--- src/rtl/core/assert_macros.svh ---
// assertion helpers for the core rtl
`ifndef ASSERT_MACROS_SVH
`define ASSERT_MACROS_SVH

`ifndef SYNTHESIS

`define ASSERT_CLK(lbl, clk, rst_n, prop, msg) \
    lbl: assert property (@(posedge clk) disable iff (!rst_n) prop) else $error(msg);

`define ASSERT_NEVER(lbl, clk, rst_n, cond, msg) \
    lbl: assert property (@(posedge clk) disable iff (!rst_n) !(cond)) else $error(msg);

`else

`define ASSERT_CLK(lbl, clk, rst_n, prop, msg)

`define ASSERT_NEVER(lbl, clk, rst_n, cond, msg)

`endif

`endif

--- src/rtl/core/slwd_pkg.sv ---
`default_nettype none

package slwd_pkg;

    localparam int BYTE_W      = 8;
    localparam int COUNT_W     = 16;
    localparam int WORD_W      = 32;
    localparam int STATUS_W    = 2;
    localparam int OUT_DATA_W  = WORD_W + 2 * COUNT_W;
    localparam int OUT_USER_W  = 1 + STATUS_W;

    localparam logic [BYTE_W-1:0]  SYNC_FIRST      = 8'hAA;
    localparam logic [BYTE_W-1:0]  SYNC_SECOND     = 8'h55;
    localparam logic [COUNT_W-1:0] MAX_WORDS_RESET = 16'd1250;

    typedef enum logic [STATUS_W-1:0] {
        ST_CONTINUE  = 2'd0,
        ST_COMPLETE  = 2'd1,
        ST_ABANDONED = 2'd2
    } t_status;

endpackage

`default_nettype wire

--- src/rtl/core/sync_length_word_deframer_top.sv ---
// sync_length_word_deframer_top
// slave stream: one received byte per transfer on s_axis_tdata.
// the block hunts for the pair 0xAA 0x55, reads a little-endian 16-bit word
// count, then packs payload bytes little-endian into 32-bit words.
// master stream: one transfer per finished word, or one for an empty frame;
// tdata carries word, index and announced count, tuser the word flag and
// frame status (continue, complete, abandoned at the max_words limit).
// i_cfg_we / i_cfg_wdata write max_words; write only while the block is idle.
// an accepted byte passes the input register, then the result register, before
// its result shows on the master side.
// throughput: one byte per cycle while the master side does not stall, set by the
// combinational parse logic between the input register and the result register.
// when the master side stalls with a result held, a byte that yields no result
// still passes; a byte that yields one waits in the input register and
// s_axis_tready stays low until the held result is taken.
// reset (synchronous, active low) returns to the sync hunt, clears the word
// count and partial word, empties both registers and sets max_words to 1250.
`default_nettype none
`include "assert_macros.svh"

module sync_length_word_deframer_top (
    input  wire                           i_clk,
    input  wire                           i_rst_n,
    input  wire                           i_cfg_we,
    input  wire [slwd_pkg::COUNT_W-1:0]   i_cfg_wdata,
    input  wire                           s_axis_tvalid,
    output logic                          s_axis_tready,
    // [7:0] rx_byte
    input  wire [slwd_pkg::BYTE_W-1:0]    s_axis_tdata,
    output logic                          m_axis_tvalid,
    input  wire                           m_axis_tready,
    // [31:0] payload_word, [47:32] word_index, [63:48] frame_length
    output logic [slwd_pkg::OUT_DATA_W-1:0] m_axis_tdata,
    // [0] word_valid, [2:1] frame_status
    output logic [slwd_pkg::OUT_USER_W-1:0] m_axis_tuser
);
    import slwd_pkg::*;

    typedef enum logic [1:0] {
        PH_HUNT  = 2'd0,
        PH_SYNC2 = 2'd1,
        PH_COUNT = 2'd2,
        PH_DATA  = 2'd3
    } t_phase;

    logic [COUNT_W-1:0] r_max_words;
    logic               r_in_valid;
    logic [BYTE_W-1:0]  r_in_byte;

    t_phase             r_phase, n_phase;
    logic [COUNT_W-1:0] r_count, n_count;
    logic [1:0]         r_bpos, n_bpos;
    logic [23:0]        r_partial, n_partial;
    logic [COUNT_W-1:0] r_words, n_words;

    logic               r_out_valid;
    logic [WORD_W-1:0]  r_out_word;
    logic [COUNT_W-1:0] r_out_index;
    logic               r_out_wvalid;
    t_status            r_out_status;
    logic [COUNT_W-1:0] r_out_length;

    logic               emit;
    logic [WORD_W-1:0]  res_word;
    logic [COUNT_W-1:0] res_index;
    logic               res_wvalid;
    t_status            res_status;
    logic [COUNT_W-1:0] res_length;

    logic [COUNT_W-1:0] cnt_full;
    logic [COUNT_W-1:0] words_inc;
    logic [COUNT_W-1:0] limit;
    logic               out_free;
    logic               step;

    assign cnt_full  = {r_in_byte, r_count[7:0]};
    assign words_inc = r_words + COUNT_W'(1);
    assign limit     = (r_max_words == '0) ? COUNT_W'(1) : r_max_words;

    always_comb begin
        n_phase    = r_phase;
        n_count    = r_count;
        n_bpos     = r_bpos;
        n_partial  = r_partial;
        n_words    = r_words;
        emit       = 1'b0;
        res_word   = '0;
        res_index  = '0;
        res_wvalid = 1'b0;
        res_status = ST_CONTINUE;
        res_length = '0;
        unique case (r_phase)
            PH_HUNT: begin
                if (r_in_byte == SYNC_FIRST) begin
                    n_phase = PH_SYNC2;
                end
            end
            PH_SYNC2: begin
                if (r_in_byte == SYNC_SECOND) begin
                    n_phase = PH_COUNT;
                    n_bpos  = 2'd0;
                end else begin
                    n_phase = PH_HUNT;
                end
            end
            PH_COUNT: begin
                if (r_bpos == 2'd0) begin
                    n_count = {{(COUNT_W-BYTE_W){1'b0}}, r_in_byte};
                    n_bpos  = 2'd1;
                end else begin
                    n_count   = cnt_full;
                    n_bpos    = 2'd0;
                    n_partial = '0;
                    n_words   = '0;
                    if (cnt_full == '0) begin
                        // empty frame
                        n_phase    = PH_HUNT;
                        emit       = 1'b1;
                        res_status = ST_COMPLETE;
                    end else begin
                        n_phase = PH_DATA;
                    end
                end
            end
            PH_DATA: begin
                if (r_bpos != 2'd3) begin
                    case (r_bpos)
                        2'd0:    n_partial[7:0]   = r_in_byte;
                        2'd1:    n_partial[15:8]  = r_in_byte;
                        default: n_partial[23:16] = r_in_byte;
                    endcase
                    n_bpos = r_bpos + 2'd1;
                end else begin
                    n_words    = words_inc;
                    n_bpos     = 2'd0;
                    n_partial  = '0;
                    emit       = 1'b1;
                    res_word   = {r_in_byte, r_partial};
                    res_index  = r_words;
                    res_wvalid = 1'b1;
                    res_length = r_count;
                    if (words_inc >= r_count) begin
                        res_status = ST_COMPLETE;
                        n_phase    = PH_HUNT;
                    end else if (words_inc >= limit) begin
                        res_status = ST_ABANDONED;
                        n_phase    = PH_HUNT;
                    end
                end
            end
            default: n_phase = PH_HUNT;
        endcase
    end

    assign out_free      = !r_out_valid || m_axis_tready;
    assign step          = r_in_valid && (!emit || out_free);
    assign s_axis_tready = !r_in_valid || step;

    always_ff @(posedge i_clk) begin
        if (!i_rst_n) begin
            r_max_words <= MAX_WORDS_RESET;
            r_in_valid  <= 1'b0;
            r_phase     <= PH_HUNT;
            r_count     <= '0;
            r_bpos      <= 2'd0;
            r_partial   <= '0;
            r_words     <= '0;
            r_out_valid <= 1'b0;
        end else begin
            if (i_cfg_we) begin
                r_max_words <= i_cfg_wdata;
            end
            if (s_axis_tready) begin
                r_in_valid <= s_axis_tvalid;
            end
            if (step) begin
                r_phase   <= n_phase;
                r_count   <= n_count;
                r_bpos    <= n_bpos;
                r_partial <= n_partial;
                r_words   <= n_words;
            end
            if (step && emit) begin
                r_out_valid <= 1'b1;
            end else if (m_axis_tready) begin
                r_out_valid <= 1'b0;
            end
        end
    end

    always_ff @(posedge i_clk) begin
        if (s_axis_tready && s_axis_tvalid) begin
            r_in_byte <= s_axis_tdata;
        end
        if (step && emit) begin
            r_out_word   <= res_word;
            r_out_index  <= res_index;
            r_out_wvalid <= res_wvalid;
            r_out_status <= res_status;
            r_out_length <= res_length;
        end
    end

    assign m_axis_tvalid = r_out_valid;
    assign m_axis_tdata  = {r_out_length, r_out_index, r_out_word};
    assign m_axis_tuser  = {r_out_status, r_out_wvalid};

    `ASSERT_NEVER(a_data_zero_count, i_clk, i_rst_n, (r_phase == PH_DATA) && (r_count == '0),
        "payload phase with zero word count")
    `ASSERT_CLK(a_empty_frame, i_clk, i_rst_n,
        (r_out_valid && !r_out_wvalid) |-> (r_out_status == ST_COMPLETE && r_out_length == '0),
        "empty-frame result with bad status or length")
    `ASSERT_CLK(a_complete_index, i_clk, i_rst_n,
        (r_out_valid && r_out_wvalid && r_out_status == ST_COMPLETE)
            |-> ((17'(r_out_index) + 17'd1) == 17'(r_out_length)),
        "complete word index does not match count")
    `ASSERT_CLK(a_abandon_index, i_clk, i_rst_n,
        (r_out_valid && r_out_status == ST_ABANDONED)
            |-> ((17'(r_out_index) + 17'd1) < 17'(r_out_length)),
        "abandoned frame already reached its count")

endmodule

`default_nettype wire
--- config.mk ---
export PLATFORM = sky130hd
export DESIGN_NAME = sync_length_word_deframer_top
export DESIGN_NICKNAME = d
export VERILOG_FILES = /design/src/rtl/core/slwd_pkg.sv /design/src/rtl/core/sync_length_word_deframer_top.sv
export VERILOG_INCLUDE_DIRS = /design/src /design/src/rtl/core
export SDC_FILE = /design/constraint.sdc
export NUM_CORES = 1
export LEC_CHECK = 0
export BUFFER_PORTS_ARGS = -buffer_cell sky130_fd_sc_hd__buf_2
export CAP_MARGIN = 25
export CORE_UTILIZATION = 40
export CTS_CLUSTER_SIZE = 16
export DETAILED_ROUTE_END_ITERATION = 12
export PLACE_DENSITY = 0.69
export SETUP_SLACK_MARGIN = 0.4
export SYNTH_ARGS = -nofsm -noshare
export SYNTH_HDL_FRONTEND = slang
export SYNTH_SLANG_ARGS = --single-unit
--- constraint.sdc ---
create_clock -name i_clk -period 5.9 [get_ports i_clk]
set_clock_uncertainty 0.15 [all_clocks]
set_input_delay 0.59 -clock i_clk [delete_from_list [all_inputs] [get_ports i_clk]]
set_output_delay 0.59 -clock i_clk [all_outputs]
set_load 0.02 [all_outputs]
# [Yosys cells after proc, flatten, opt, wreduce, memory -nomap -nowiden]
# Cells that the tools add are included.
[totals] register_bits=153 in_bits=29 output_inout_bits=69
[op_classes] add_sub_neg=2 n_lt_le_gt_ge=2 n_eq_ne=15 muxes=35 bitwise=1 reduce_logical=26
[ops] op="16-bit two-way mux" count=4
[ops] op="24-bit two-way mux" count=2
[ops] op="24-bit case mux with 2 select lines" count=1
[ops] op="16-bit >= comparator" count=2
[ops] op="16-bit logical NOT" count=2
[ops] op="16-bit case mux with 2 select lines" count=1
[ops] op="2-bit two-way mux" count=12
[ops] op="8-bit two-way mux" count=3
[ops] op="16-bit by 1-bit adder with 16-bit output (second input constant)" count=1
[ops] op="4-bit AND reduction" count=4
[ops] op="2-bit != test (second input constant)" count=5
[ops] op="3-bit != test (second input constant)" count=3
[ops] op="8-bit by 7-bit equality test with 1-bit output (second input constant)" count=1
[ops] op="8-bit equality test (second input constant)" count=1
[ops] op="1-bit two-way mux" count=8
[ops] op="2-bit case mux with 4 select lines" count=1
[ops] op="2-bit case mux with 3 select lines" count=1
[ops] op="3-bit AND reduction" count=2
[ops] op="5-bit AND reduction" count=1
[ops] op="2-bit by 1-bit equality test with 1-bit output (second input constant)" count=2
[ops] op="2-bit equality test (second input constant)" count=2
[ops] op="2-bit logical NOT" count=2
[ops] op="2-bit case mux with 2 select lines" count=1
[ops] op="2-bit nonzero test" count=2
[ops] op="other kinds (10)" count=17

# [Logic depth before layout (Yosys ltp)]
# Gate-level depths: netlist of run 1.
[depth] word_depth=9 depth_mapped=12 mapped_depth_nobuf=12

# [Least setup slack after synthesis of run 1]
# OpenSTA, ideal clock, no wires.
[synth_timing] path_kind="reg-to-reg" start="register r_in_byte[0]" end="register r_out_index[0] (enable)" setup_time_ns=0.494 t_arrival_ns=4.133 required_time_ns=5.256 setup_slack_ns=1.124 path_stages_with_launch=6 n_path_buf=0 path_cell_list="edfxtp_1 -> nor4_2 -> nand4_2 -> o21ai_1 -> nand2_1 -> nor2_1"
[synth_via] elab_chain_len=8
[synth_lines] item="from (decl)" line_no="sync_length_word_deframer_top.sv:48" rtl="logic [BYTE_W-1:0] r_in_byte;"
[synth_lines] item="from (signal assigned)" line_no="sync_length_word_deframer_top.sv:193" rtl="r_in_byte <= s_axis_tdata;"
[synth_lines] item="16-bit logical NOT (*)" line_no="sync_length_word_deframer_top.sv:115" rtl="if (cnt_full == '0) begin"
[synth_lines] item="1-bit two-way mux (*)" line_no="sync_length_word_deframer_top.sv:115"
[synth_lines] item="1-bit two-way mux (*)" line_no="sync_length_word_deframer_top.sv:107" rtl="if (r_bpos == 2'd0) begin"
[synth_lines] item="1-bit case mux with 2 select lines (*)" line_no="sync_length_word_deframer_top.sv:92" rtl="unique case (r_phase)"
[synth_lines] item="1-bit logical NOT" line_no="sync_length_word_deframer_top.sv:156" rtl="assign step = r_in_valid && (!emit || out_free);"
[synth_lines] item="1-bit logical OR" line_no="sync_length_word_deframer_top.sv:156"
[synth_lines] item="1-bit logical AND" line_no="sync_length_word_deframer_top.sv:156"
[synth_lines] item="1-bit logical AND (*)" line_no="sync_length_word_deframer_top.sv:195" rtl="if (step && emit) begin"
[synth_lines] item="to (signal assigned)" line_no="sync_length_word_deframer_top.sv:197" rtl="r_out_index <= res_index;"
[synth_lines] item="to (decl)" line_no="sync_length_word_deframer_top.sv:58" rtl="logic [COUNT_W-1:0] r_out_index;"
# Mark *: on every way between the ends. The rest lies on a longest branch, timed or not.
# A chain may end at the register's enable or synchronous reset.

# [Final worst setup path of run 1]
[layout_timing] start="register r_words[0]" end="register r_out_status[0] (data pin)"
[layout_via] elab_chain_len=5
[layout_lines] item="from (decl)" line_no="sync_length_word_deframer_top.sv:54" rtl="logic [COUNT_W-1:0] r_words, n_words;"
[layout_lines] item="from (signal assigned)" line_no="sync_length_word_deframer_top.sv:181" rtl="r_words <= n_words;"
[layout_lines] item="16-bit by 1-bit adder with 16-bit output" line_no="sync_length_word_deframer_top.sv:77" rtl="assign words_inc = r_words + COUNT_W'(1);"
[layout_lines] item="16-bit >= comparator" line_no="sync_length_word_deframer_top.sv:142" rtl="if (words_inc >= r_count) begin"
[layout_lines] item="2-bit two-way mux" line_no="sync_length_word_deframer_top.sv:142"
[layout_lines] item="2-bit two-way mux" line_no="sync_length_word_deframer_top.sv:126" rtl="if (r_bpos != 2'd3) begin"
[layout_lines] item="2-bit case mux with 2 select lines" line_no="sync_length_word_deframer_top.sv:92"
[layout_lines] item="net res_status[0]" line_no="sync_length_word_deframer_top.sv:67" rtl="t_status res_status;"
[layout_lines] item="to (signal assigned)" line_no="sync_length_word_deframer_top.sv:199" rtl="r_out_status <= res_status;"
[layout_lines] item="to (decl)" line_no="sync_length_word_deframer_top.sv:60" rtl="t_status r_out_status;"
# The timed path passes the listed nets, and every way through them passes these cells.

==> results.cfg, run 1 <==
[timing]
timing.hold.ws_ns = 0.186
setup_tns_ns = 0
final-setup-viol-count = 0
worst_slew_margin_rel_pct = 41.4
layout_worst_path_cycle_share_pct = 60.3
final_max_slew_viol_count = 0
fin_crit_ns = 3.56
fmaxAchievable_ghz = 0.281
timing_worst_slew_pin_value_ns = 0.877
rsz_0062_raised_after_global_routing = false
finalHoldViolations = 0

[cells_and_area]
share_of_final_layout_standard_cells_stronger_than_drive_strength_1_pct = 18.9
synthToLayoutAreaGrowth_pct = 17.5
antennaDiodeCount = 0
layout.nets = 823

[grt]
grtUsageTotal_pct = 18.0
grt_pass1_wl_microns = 24800
grt_antenna_before_repair = 0
via_count_of_the_first_global_routing_pass = 4640
grt_start_max_net_pins = 88
grt_overflow_total = 0

[synth]
post_synth_main_area_contributors = sky130_fd_sc_hd__edfxtp_1 32%, sky130_fd_sc_hd__dfxtp_1 22%, sky130_fd_sc_hd__ha_1 6.3%, sky130_fd_sc_hd__mux2i_1 5.2%, sky130_fd_sc_hd__and2_1 4.9%
synthDominantCellAreaShare_pct = 31.7
average_cell_area_after_synthesis_sq_um = 10.6
synth-warning-count = 0
synth.cell_area_sq_um = 7110
seq_area_frac_synth_pct = 53.6
mappedNetlistNets = 734
synth_cell_type_count = 54
postSynthRegisterBits = 153
most_area_hungry_cell_type_in_the_yosys_netlist = sky130_fd_sc_hd__edfxtp_1
synthCells = 669

[worst_setup_path]
crit_required_ns = 5.94
critical_path.startpoint_type = flip-flop
timing.rr.start = r_words[0]
cp_max_fo = 8
regToRegSetupSlack_ns = 2.34
worstReg2RegEnd = r_out_status[0]
critical_path.endpoint_type = flip-flop
ff2ff_path_depth = 11
worst_ep_arrival_time_ns = 3.59
crit_type = reg2reg

[drt]
dr.pass1.iters = 5
routedWlPerCell_microns = 15.7
route.detailed.vias_per_inst = 5.08
dr_total_vias = 5062
wl_microns = 15600
detail_route.drc_violations = 0
drt_iter0_markers = 442
ant_nets = 0

[clock_network]
clock-root-buffer = sky130_fd_sc_hd__clkbuf_16
tritoncts_clock_tree = built
clk-insertion-delay-late_ns = 0.44
cts_buffers = 17
cts_sinks = 153
ctsHoldBuffers = 0
post_cts_resized = 0
htree_num_levels = 4
worst_setup_hold_path_clk_slew_ns = 0.06
clk_path_buf_depth = 2
post_cts_buffers = 0

[floorplan]
top_level_ports = 98
die_h_microns = 135
row_count = 48
initial_utilization_pct = 41.0
coreArea_sq_um = 17400
fp.dieW_microns = 135
die_area_sq_um = 18300

[power_and_ir_drop]
max-vdd-ir-drop_uv = 216
p_leak_nw = 2.99
power_density_nw_per_um2 = 267

[placement]
gp_routability_congestion = 0.858
detailed_place_hpwl_microns = 11300
io_buffer_count = 97

[flow_run]
cap_viol_max_count = 0

[outcome]
run_status = finished clean

[hold_path]
timing.hold.worst_path_depth = 1
timing.hold.worst_endpoint = r_in_byte[4]
min-delay-path-class = in2reg
hold_path_startpoint = s_axis_tdata[4]
-- where the power goes --
part	switching, mW	leakage (nW)	internal [mW]
Sequential	0.0131	1.17	1.12
Combinational	0.0284	1.56	0.0239
Clock	0.463	0.258	0.589
-- per-stage QoR --
| stage | setup slack [ns] | total power [mW] | cell area [sq um] | instances | util, % |
|---|---|---|---|---|---|
| 2_1_floorplan | 1.12 | 1.18 | 7110 | 669 | - |
| 3_3_place_gp | 2.46 | 1.20 | 7760 | 963 | 44.7 |
| 3_5_place_dp | 2.41 | 1.21 | 7790 | 964 | 44.9 |
| 4_1_cts | 2.39 | 2.25 | 8360 | 996 | 48.2 |
| 5_1_grt | 2.17 | 2.30 | 8360 | 996 | 48.2 |
| 6_report | 2.34 | 2.23 | 8360 | 996 | 48.2 |
-- sequential cells by signal, summed over array words and instances (netlist names) --
name,count
r_max_words,16
r_out_word,32
r_in_byte,8
r_partial,24
r_phase,2
r_in_valid,1
r_count,16
r_out_status,2
r_bpos,2
r_words,16
r_out_index,16
m_axis_tvalid,1
r_out_length,16
r_out_wvalid,1
-- cells by family after synthesis --
group / synth area share [%]
AND/OR/NAND/NOR: 19.6
flip-flops: 53.6
buffers and inverters: 4.08
adder cells (fa/ha/maj): 6.33
multiplexers: 5.37
AO/OA/AOI/OAI: 9.31
XOR/XNOR: 1.72
-- how the worst max path moves through the flow --
stage / from / end / slack, ns
after floorplan: r_in_byte[0] / r_out_index[0] / 1.12
after global placement: r_words[0] / r_out_status[0] / 2.46
after detailed placement: r_words[0] / r_out_status[0] / 2.41
after CTS: r_words[0] / r_phase[1] / 2.39
after global routing: r_words[0] / r_out_status[0] / 2.17
final: r_words[0] / r_out_status[0] / 2.34
-- layer usage --
layer  part of all wire [%]  vias to the layer above  GRT usage (%)
met2                     45                      140           26.6
li1                       -                     2517              -
met4                    1.8                        0           7.74
met1                     48                     2385           25.4
met3                    5.1                       20           3.40
met5                      0                        -              0
-- cell type report --
cell class / instances / area [sq um]
Timing Repair Buffer: 101 / 536
Inverter: 37 / 141
Sequential cell: 153 / 3810
Clock buffer: 18 / 429
Tap cell: 225 / 282
Clock inverter: 14 / 141
Multi-Input combinational cell: 448 / 3020
Fill cell: 1588 / 9000
-- cell usage after synthesis (all sizes together) --
master and instances:
buf 10, a21o 5, nor2b 18, and2b 1, xnor2 8, a21boi 22
o211ai 5, nand4 11, and3 1, nor2 40, nand4b 8, a2111oi 2
a211oi 7, nor3b 1, or2 2, o21ai 24, xor2 6, mux2 1
a31oi 1, nor4 8, nand2b 5, a21oi 14, and4 2, o21a 5
or3 1, nand3 13, ha 36, nand3b 4, nand2 89, o41ai 1
inv 37, dfxtp 78, a41o 1, mux2i 37, o31ai 5, edfxtp 75
nor3 7, and2 56, clkbuf 21, o2111ai 1
-- layout by cell type (no fill, tap or decap), types with 3 or more instances in the layout --
cell / count
sky130_fd_sc_hd__buf_2: 97
sky130_fd_sc_hd__nand2_1: 87
sky130_fd_sc_hd__dfxtp_1: 78
sky130_fd_sc_hd__edfxtp_1: 75
sky130_fd_sc_hd__and2_1: 56
sky130_fd_sc_hd__nor2_1: 39
sky130_fd_sc_hd__mux2i_1: 37
sky130_fd_sc_hd__inv_1: 36
sky130_fd_sc_hd__ha_1: 36
sky130_fd_sc_hd__o21ai_0: 21
sky130_fd_sc_hd__a21boi_0: 20
sky130_fd_sc_hd__nor2b_1: 18
sky130_fd_sc_hd__clkbuf_16: 17
sky130_fd_sc_hd__a21oi_1: 14
sky130_fd_sc_hd__nand3_1: 13
sky130_fd_sc_hd__nand4_1: 10
sky130_fd_sc_hd__xnor2_1: 8
sky130_fd_sc_hd__nand4b_1: 8
sky130_fd_sc_hd__nor3_1: 7
sky130_fd_sc_hd__a211oi_1: 7
sky130_fd_sc_hd__nor4_1: 6
sky130_fd_sc_hd__xor2_1: 6
sky130_fd_sc_hd__clkinvlp_4: 6
sky130_fd_sc_hd__nand2b_1: 5
sky130_fd_sc_hd__a21o_1: 5
sky130_fd_sc_hd__o21a_1: 5
sky130_fd_sc_hd__o211ai_1: 5
sky130_fd_sc_hd__o31ai_2: 4
sky130_fd_sc_hd__nand3b_1: 4
sky130_fd_sc_hd__inv_6: 4
sky130_fd_sc_hd__buf_4: 3
-- critical path, stage by stage (launching register included) --
cell and delay (ns):
sky130_fd_sc_hd__dfxtp_1 0.54, sky130_fd_sc_hd__ha_1 0.29, sky130_fd_sc_hd__nand3_1 0.17, sky130_fd_sc_hd__or3_1 0.50, sky130_fd_sc_hd__nor2_1 0.24, sky130_fd_sc_hd__xor2_1 0.28, sky130_fd_sc_hd__ha_1 0.29, sky130_fd_sc_hd__nand4_1 0.11
sky130_fd_sc_hd__a21oi_1 0.06, sky130_fd_sc_hd__a211oi_1 0.35, sky130_fd_sc_hd__nand2_1 0.13, sky130_fd_sc_hd__a21o_1 0.20
(Power assumes the default switching activity.)
==> run 2, diff against run 1 <==
--- a/config.mk
+++ b/config.mk
@@ -11,7 +11,7 @@
 export CORE_UTILIZATION = 40
 export CTS_CLUSTER_SIZE = 16
 export DETAILED_ROUTE_END_ITERATION = 12
-export PLACE_DENSITY = 0.69
+export PLACE_DENSITY = 0.71
 export SETUP_SLACK_MARGIN = 0.4
 export SYNTH_ARGS = -nofsm -noshare
 export SYNTH_HDL_FRONTEND = slang
==> constraint.sdc (replaced) <==
create_clock -name i_clk -period 3.1 [get_ports i_clk]
set_clock_uncertainty 0.15 [all_clocks]
set_input_delay 0.31 -clock i_clk [delete_from_list [all_inputs] [get_ports i_clk]]
set_output_delay 0.31 -clock i_clk [all_outputs]
set_load 0.02 [all_outputs]
==> results.cfg, run 2 (same netlist as run 1, synthesis figures left out) <==
[flow_run]
cap_viol_max_count = 0

[cells_and_area]
antennaDiodeCount = 0
layoutNonFillerInstCount = 1065
layout.cells.most_common = sky130_fd_sc_hd__buf_2
largest_reg_by_ff_count = r_out_word
ff_latch_area_sq_um = 3840
fillCellCount = 1532
largest_reg_flops = 32
largestRegisters = r_out_word (32), r_partial (24)
synthToLayoutAreaGrowth_pct = 30.1
multi_input_comb_area_sq_um = 3320
layout_common_cells = 97 x sky130_fd_sc_hd__buf_2, 82 x sky130_fd_sc_hd__nand2_1, 75 x sky130_fd_sc_hd__edfxtp_1
layout.nets = 892
share_of_final_layout_standard_cells_stronger_than_drive_strength_1_pct = 28.6

[clock_network]
clk_path_buf_depth = 2
htree_num_levels = 4
tritoncts_clock_tree = built
cts_sinks = 153
cts_buffers = 17
clock-root-buffer = sky130_fd_sc_hd__clkbuf_16
worst_setup_hold_path_clk_slew_ns = 0.06
clk-insertion-delay-late_ns = 0.43

[timing]
finalHoldViolations = 0
fin_crit_ns = 2.80
timing.hold.ws_ns = 0.0165
setup_slack_ns = 0.300
worst_slew_margin_rel_pct = 57.8
final_max_slew_viol_count = 0
layout_worst_path_cycle_share_pct = 90.3
rsz_0062_raised_after_global_routing = true
timing_worst_slew_pin_value_ns = 0.632
fmaxAchievable_ghz = 0.357
setup_tns_ns = 0
final-setup-viol-count = 0

[hold_path]
hold_path_startpoint = i_cfg_wdata[3]
min-delay-path-class = in2reg

[grt]
via_count_of_the_first_global_routing_pass = 5240
grt_pass1_wl_microns = 26900
grt_start_max_net_pins = 53
grtUsageTotal_pct = 19.3
grt_antenna_before_repair = 0
grt_overflow_total = 0

[power_and_ir_drop]
power_mw = 4.29
power_density_nw_per_um2 = 463
p_leak_nw = 3.47
max-vdd-ir-drop_uv = 389

[worst_setup_path]
critical_path.n_buffers_inverters = 0
crit_slowest_cell = sky130_fd_sc_hd__or3_4
crit_type = reg2reg
crit_required_ns = 3.13
timing.critical_path.from = r_words[0]
critical_path.startpoint_type = flip-flop
crit_chain = ha_4, nand3_4, or3_4, nor2_4, xor2_4, ha_4, a21o_1, a21o_1, a211oi_2, nand2_1, a21o_1
cp_max_fo = 5
worst_ep_arrival_time_ns = 2.83
cp_top_family = simple AND/OR/NAND/NOR gates
path_common_cell = sky130_fd_sc_hd__a21o_1
crit_path_max_incr_delay_ns = 0.44
timing.rr.start = r_words[0]
critical_path.endpoint_type = flip-flop

[floorplan]
die_h_microns = 135
coreArea_sq_um = 17400
top_level_ports = 98
row_count = 48
fp.dieW_microns = 135
die_area_sq_um = 18300
initial_utilization_pct = 41.0

[drt]
route.detailed.vias_per_inst = 5.04
ant_nets = 0
dr.pass1.iters = 5
wl_microns = 17100
detail_route.drc_violations = 0
drt_iter0_markers = 596
routedWlPerCell_microns = 16.1
dr_total_vias = 5363

[outcome]
run_status = finished clean

[placement]
io_buffer_count = 97
preCtsSetupSlack_ns = 0.0346
gp_routability_congestion = 0.854
detailed_place_hpwl_microns = 11400
placedCellCount = 986
-- run 2: area by class of cell --
| class | instances | area share [%] |
|---|---|---|
| Sequential cell | 153 | 41.5 |
| Timing Repair Buffer | 170 | 11.9 |
| Clock inverter | 11 | 1.35 |
| Clock buffer | 21 | 4.76 |
| Tap cell | 225 | 3.04 |
| Inverter | 37 | 1.53 |
| Multi-Input combinational cell | 448 | 35.9 |
-- run 2: report_power, final --
group | total [mW] | leakage (nW) | switching [mW] | internal, mW
combinational | 0.161 | 2.03 | 0.0818 | 0.0793
sequential | 2.14 | 1.18 | 0.0217 | 2.12
clock | 1.98 | 0.261 | 0.801 | 1.18
-- run 2: repair_timing --
action                                 CTS  global route
endpoints found under the hold margin   22             0
setup endpoints to repair                7            22
setup buffers                           17             8
pin swaps                               22            11
hold buffers                            22             0
resized for setup                       43            19
-- run 2: routing by layer --
layer	GRT usage [%]	vias to the layer above	wire length, microns
met5	0	-	0
met4	6.80	0	237
met3	4.45	20	897
met2	30.8	148	8030
met1	25.7	2553	7980
li1	-	2642	-
-- run 2: path summary, 6_finish.rpt --
check                          to  slack (ns)  depth (start not counted)
setup / recovery  r_out_status[0]        0.30                         11
hold / removal     r_max_words[3]        0.02                          3
setup reg to reg  r_out_status[0]        0.30                         11
hold reg to reg     r_partial[21]        0.30                          2
-- run 2: tightest hold or removal path, stage by stage --
cell                      delay [ns]
sky130_fd_sc_hd__buf_2          0.08
sky130_fd_sc_hd__mux2i_1        0.06
sky130_fd_sc_hd__nor2b_1        0.11
-- run 2: stage by stage --
stage          instance area, sq um  util, %
6_report                       9260     53.3
5_1_grt                        9260     53.3
4_1_cts                        9110     52.5
3_5_place_dp                   8000     46.1
3_3_place_gp                   8000     46.1
2_1_floorplan                  7200        -
==> run 3, diff against run 2 <==
--- a/config.mk
+++ b/config.mk
@@ -12,6 +12,7 @@
 export CTS_CLUSTER_SIZE = 16
 export DETAILED_ROUTE_END_ITERATION = 12
 export PLACE_DENSITY = 0.71
+export RECOVER_POWER = 25
 export SETUP_SLACK_MARGIN = 0.4
 export SYNTH_ARGS = -nofsm -noshare
 export SYNTH_HDL_FRONTEND = slang
==> results.cfg, run 3 (same netlist as run 1, synthesis figures left out) <==
[placement]
detailed_place_hpwl_microns = 11400
preCtsSetupSlack_ns = 0.0346
io_buffer_count = 97
gp_routability_congestion = 0.854

[timing]
setup_slack_ns = 0.309
finalHoldViolations = 0
setup_tns_ns = 0
fin_crit_ns = 2.79
layout_worst_path_cycle_share_pct = 90.0
timing_worst_slew_pin_value_ns = 1.25
final_max_slew_viol_count = 0
worst_slew_margin_rel_pct = 16.4
final-setup-viol-count = 0
rsz_0062_raised_after_global_routing = true
fmaxAchievable_ghz = 0.358

[grt]
grt_pass1_wl_microns = 26900
grt_overflow_total = 0
via_count_of_the_first_global_routing_pass = 5240
grt_start_max_net_pins = 53
grt_antenna_before_repair = 0
grtUsageTotal_pct = 19.3

[cells_and_area]
fillCellCount = 1537
multi_input_comb_area_sq_um = 3320
layout.nets = 892
ff_latch_area_sq_um = 3840
largest_reg_by_ff_count = r_out_word
synthToLayoutAreaGrowth_pct = 29.1
largest_reg_flops = 32
largestRegisters = r_out_word (32), r_partial (24)
layout.cells.most_common = sky130_fd_sc_hd__nand2_1
share_of_final_layout_standard_cells_stronger_than_drive_strength_1_pct = 22.3
layout_common_cells = 82 x sky130_fd_sc_hd__nand2_1, 75 x sky130_fd_sc_hd__edfxtp_1, 68 x sky130_fd_sc_hd__dfxtp_1
antennaDiodeCount = 0
final_core_utilization_pct = 52.9

[clock_network]
tritoncts_clock_tree = built
cts_buffers = 17
cts_sinks = 153
clk-insertion-delay-late_ns = 0.43
worst_setup_hold_path_clk_slew_ns = 0.06
clk_path_buf_depth = 2
clock-root-buffer = sky130_fd_sc_hd__clkbuf_16
htree_num_levels = 4

[drt]
drt_iter0_markers = 560
route.detailed.vias_per_inst = 5.06
dr_total_vias = 5391
routedWlPerCell_microns = 16.2
wl_microns = 17200
dr.pass1.iters = 5
detail_route.drc_violations = 0
ant_nets = 0

[worst_setup_path]
critical_path.startpoint_type = flip-flop
crit_slowest_cell = sky130_fd_sc_hd__or3_4
crit_type = reg2reg
worst_ep_arrival_time_ns = 2.82
crit_chain = ha_4, nand3_4, or3_4, nor2_4, xor2_4, ha_4, a21o_1, a21o_1, a211oi_2, nand2_1, a21o_1
critical_path.endpoint_type = flip-flop
crit_required_ns = 3.13
cp_max_fo = 5
crit_path_max_incr_delay_ns = 0.44
path_common_cell = sky130_fd_sc_hd__a21o_1

[flow_run]
cap_viol_max_count = 0

[floorplan]
top_level_ports = 98
die_area_sq_um = 18300
row_count = 48
die_h_microns = 135
fp.dieW_microns = 135
initial_utilization_pct = 41.0
coreArea_sq_um = 17400

[power_and_ir_drop]
max-vdd-ir-drop_uv = 390
power_density_nw_per_um2 = 467
p_leak_nw = 3.40

[outcome]
run_status = finished clean

[hold_path]
min-delay-path-class = in2reg
-- run 3: area by class of cell --
class / instances / share of cell area, %
clock buffers: 21 / 4.79
clock inverters: 11 / 1.36
inverters: 37 / 1.54
multi-input cells: 448 / 36.2
flip-flops and latches: 153 / 41.8
well taps: 225 / 3.06
repair buffers: 170 / 11.2
-- run 3: power breakdown --
| group | internal, mW | switching [mW] | leakage, nW |
|---|---|---|---|
| Sequential | 2.12 | 0.0217 | 1.18 |
| Combinational | 0.0789 | 0.0818 | 1.96 |
| Clock | 1.18 | 0.803 | 0.261 |
| Total | 3.38 | 0.906 | 3.40 |
-- run 3: metal layers --
layer / GRT usage [%] / wire (microns)
met1: 25.7 / 8040
met2: 30.8 / 8090
met3: 4.45 / 872
met4: 6.80 / 237
met5: 0 / 0
-- run 3: what timing repair did --
item / in CTS / in global routing
resized for setup: 43 / 19
endpoints found under the hold margin: 22 / 0
pin swaps: 22 / 11
hold buffers: 22 / 0
endpoints found under the setup margin: 7 / 22
buffers inserted: 17 / 8
-- run 3: through the flow --
stage               std cells  area (sq um)  power, mW  hold WS [ns]
detailed placement        986          8000       2.31         0.294
global placement          986          8000       2.31         0.290
CTS                      1057          9110       4.32       0.00501
finish                   1065          9190       4.29        0.0139
global route             1065          9190       4.42        0.0284
floorplan                 669          7200       2.25         0.259
-- run 3: critical path, delay by kind of cell, from the launching register on --
| kind | cells | cell delay (ns) |
|---|---|---|
| AOI/OAI and AO/OA | 4 | 0.75 |
| xor gates and xnor gates | 1 | 0.12 |
| adders and majority gates | 2 | 0.32 |
| DFF | 1 | 0.39 |
| and+or+nand+nor | 4 | 0.82 |
-- run 3: final timing paths --
kind                                      from               to  slack (ns)  depth (start not counted)
worst max-delay path                r_words[0]  r_out_status[0]        0.31                         11
worst min register to register   r_partial[21]    r_partial[21]        0.30                          2
worst min-delay path            i_cfg_wdata[3]   r_max_words[3]        0.01                          3
worst max register to register      r_words[0]  r_out_status[0]        0.31                         11
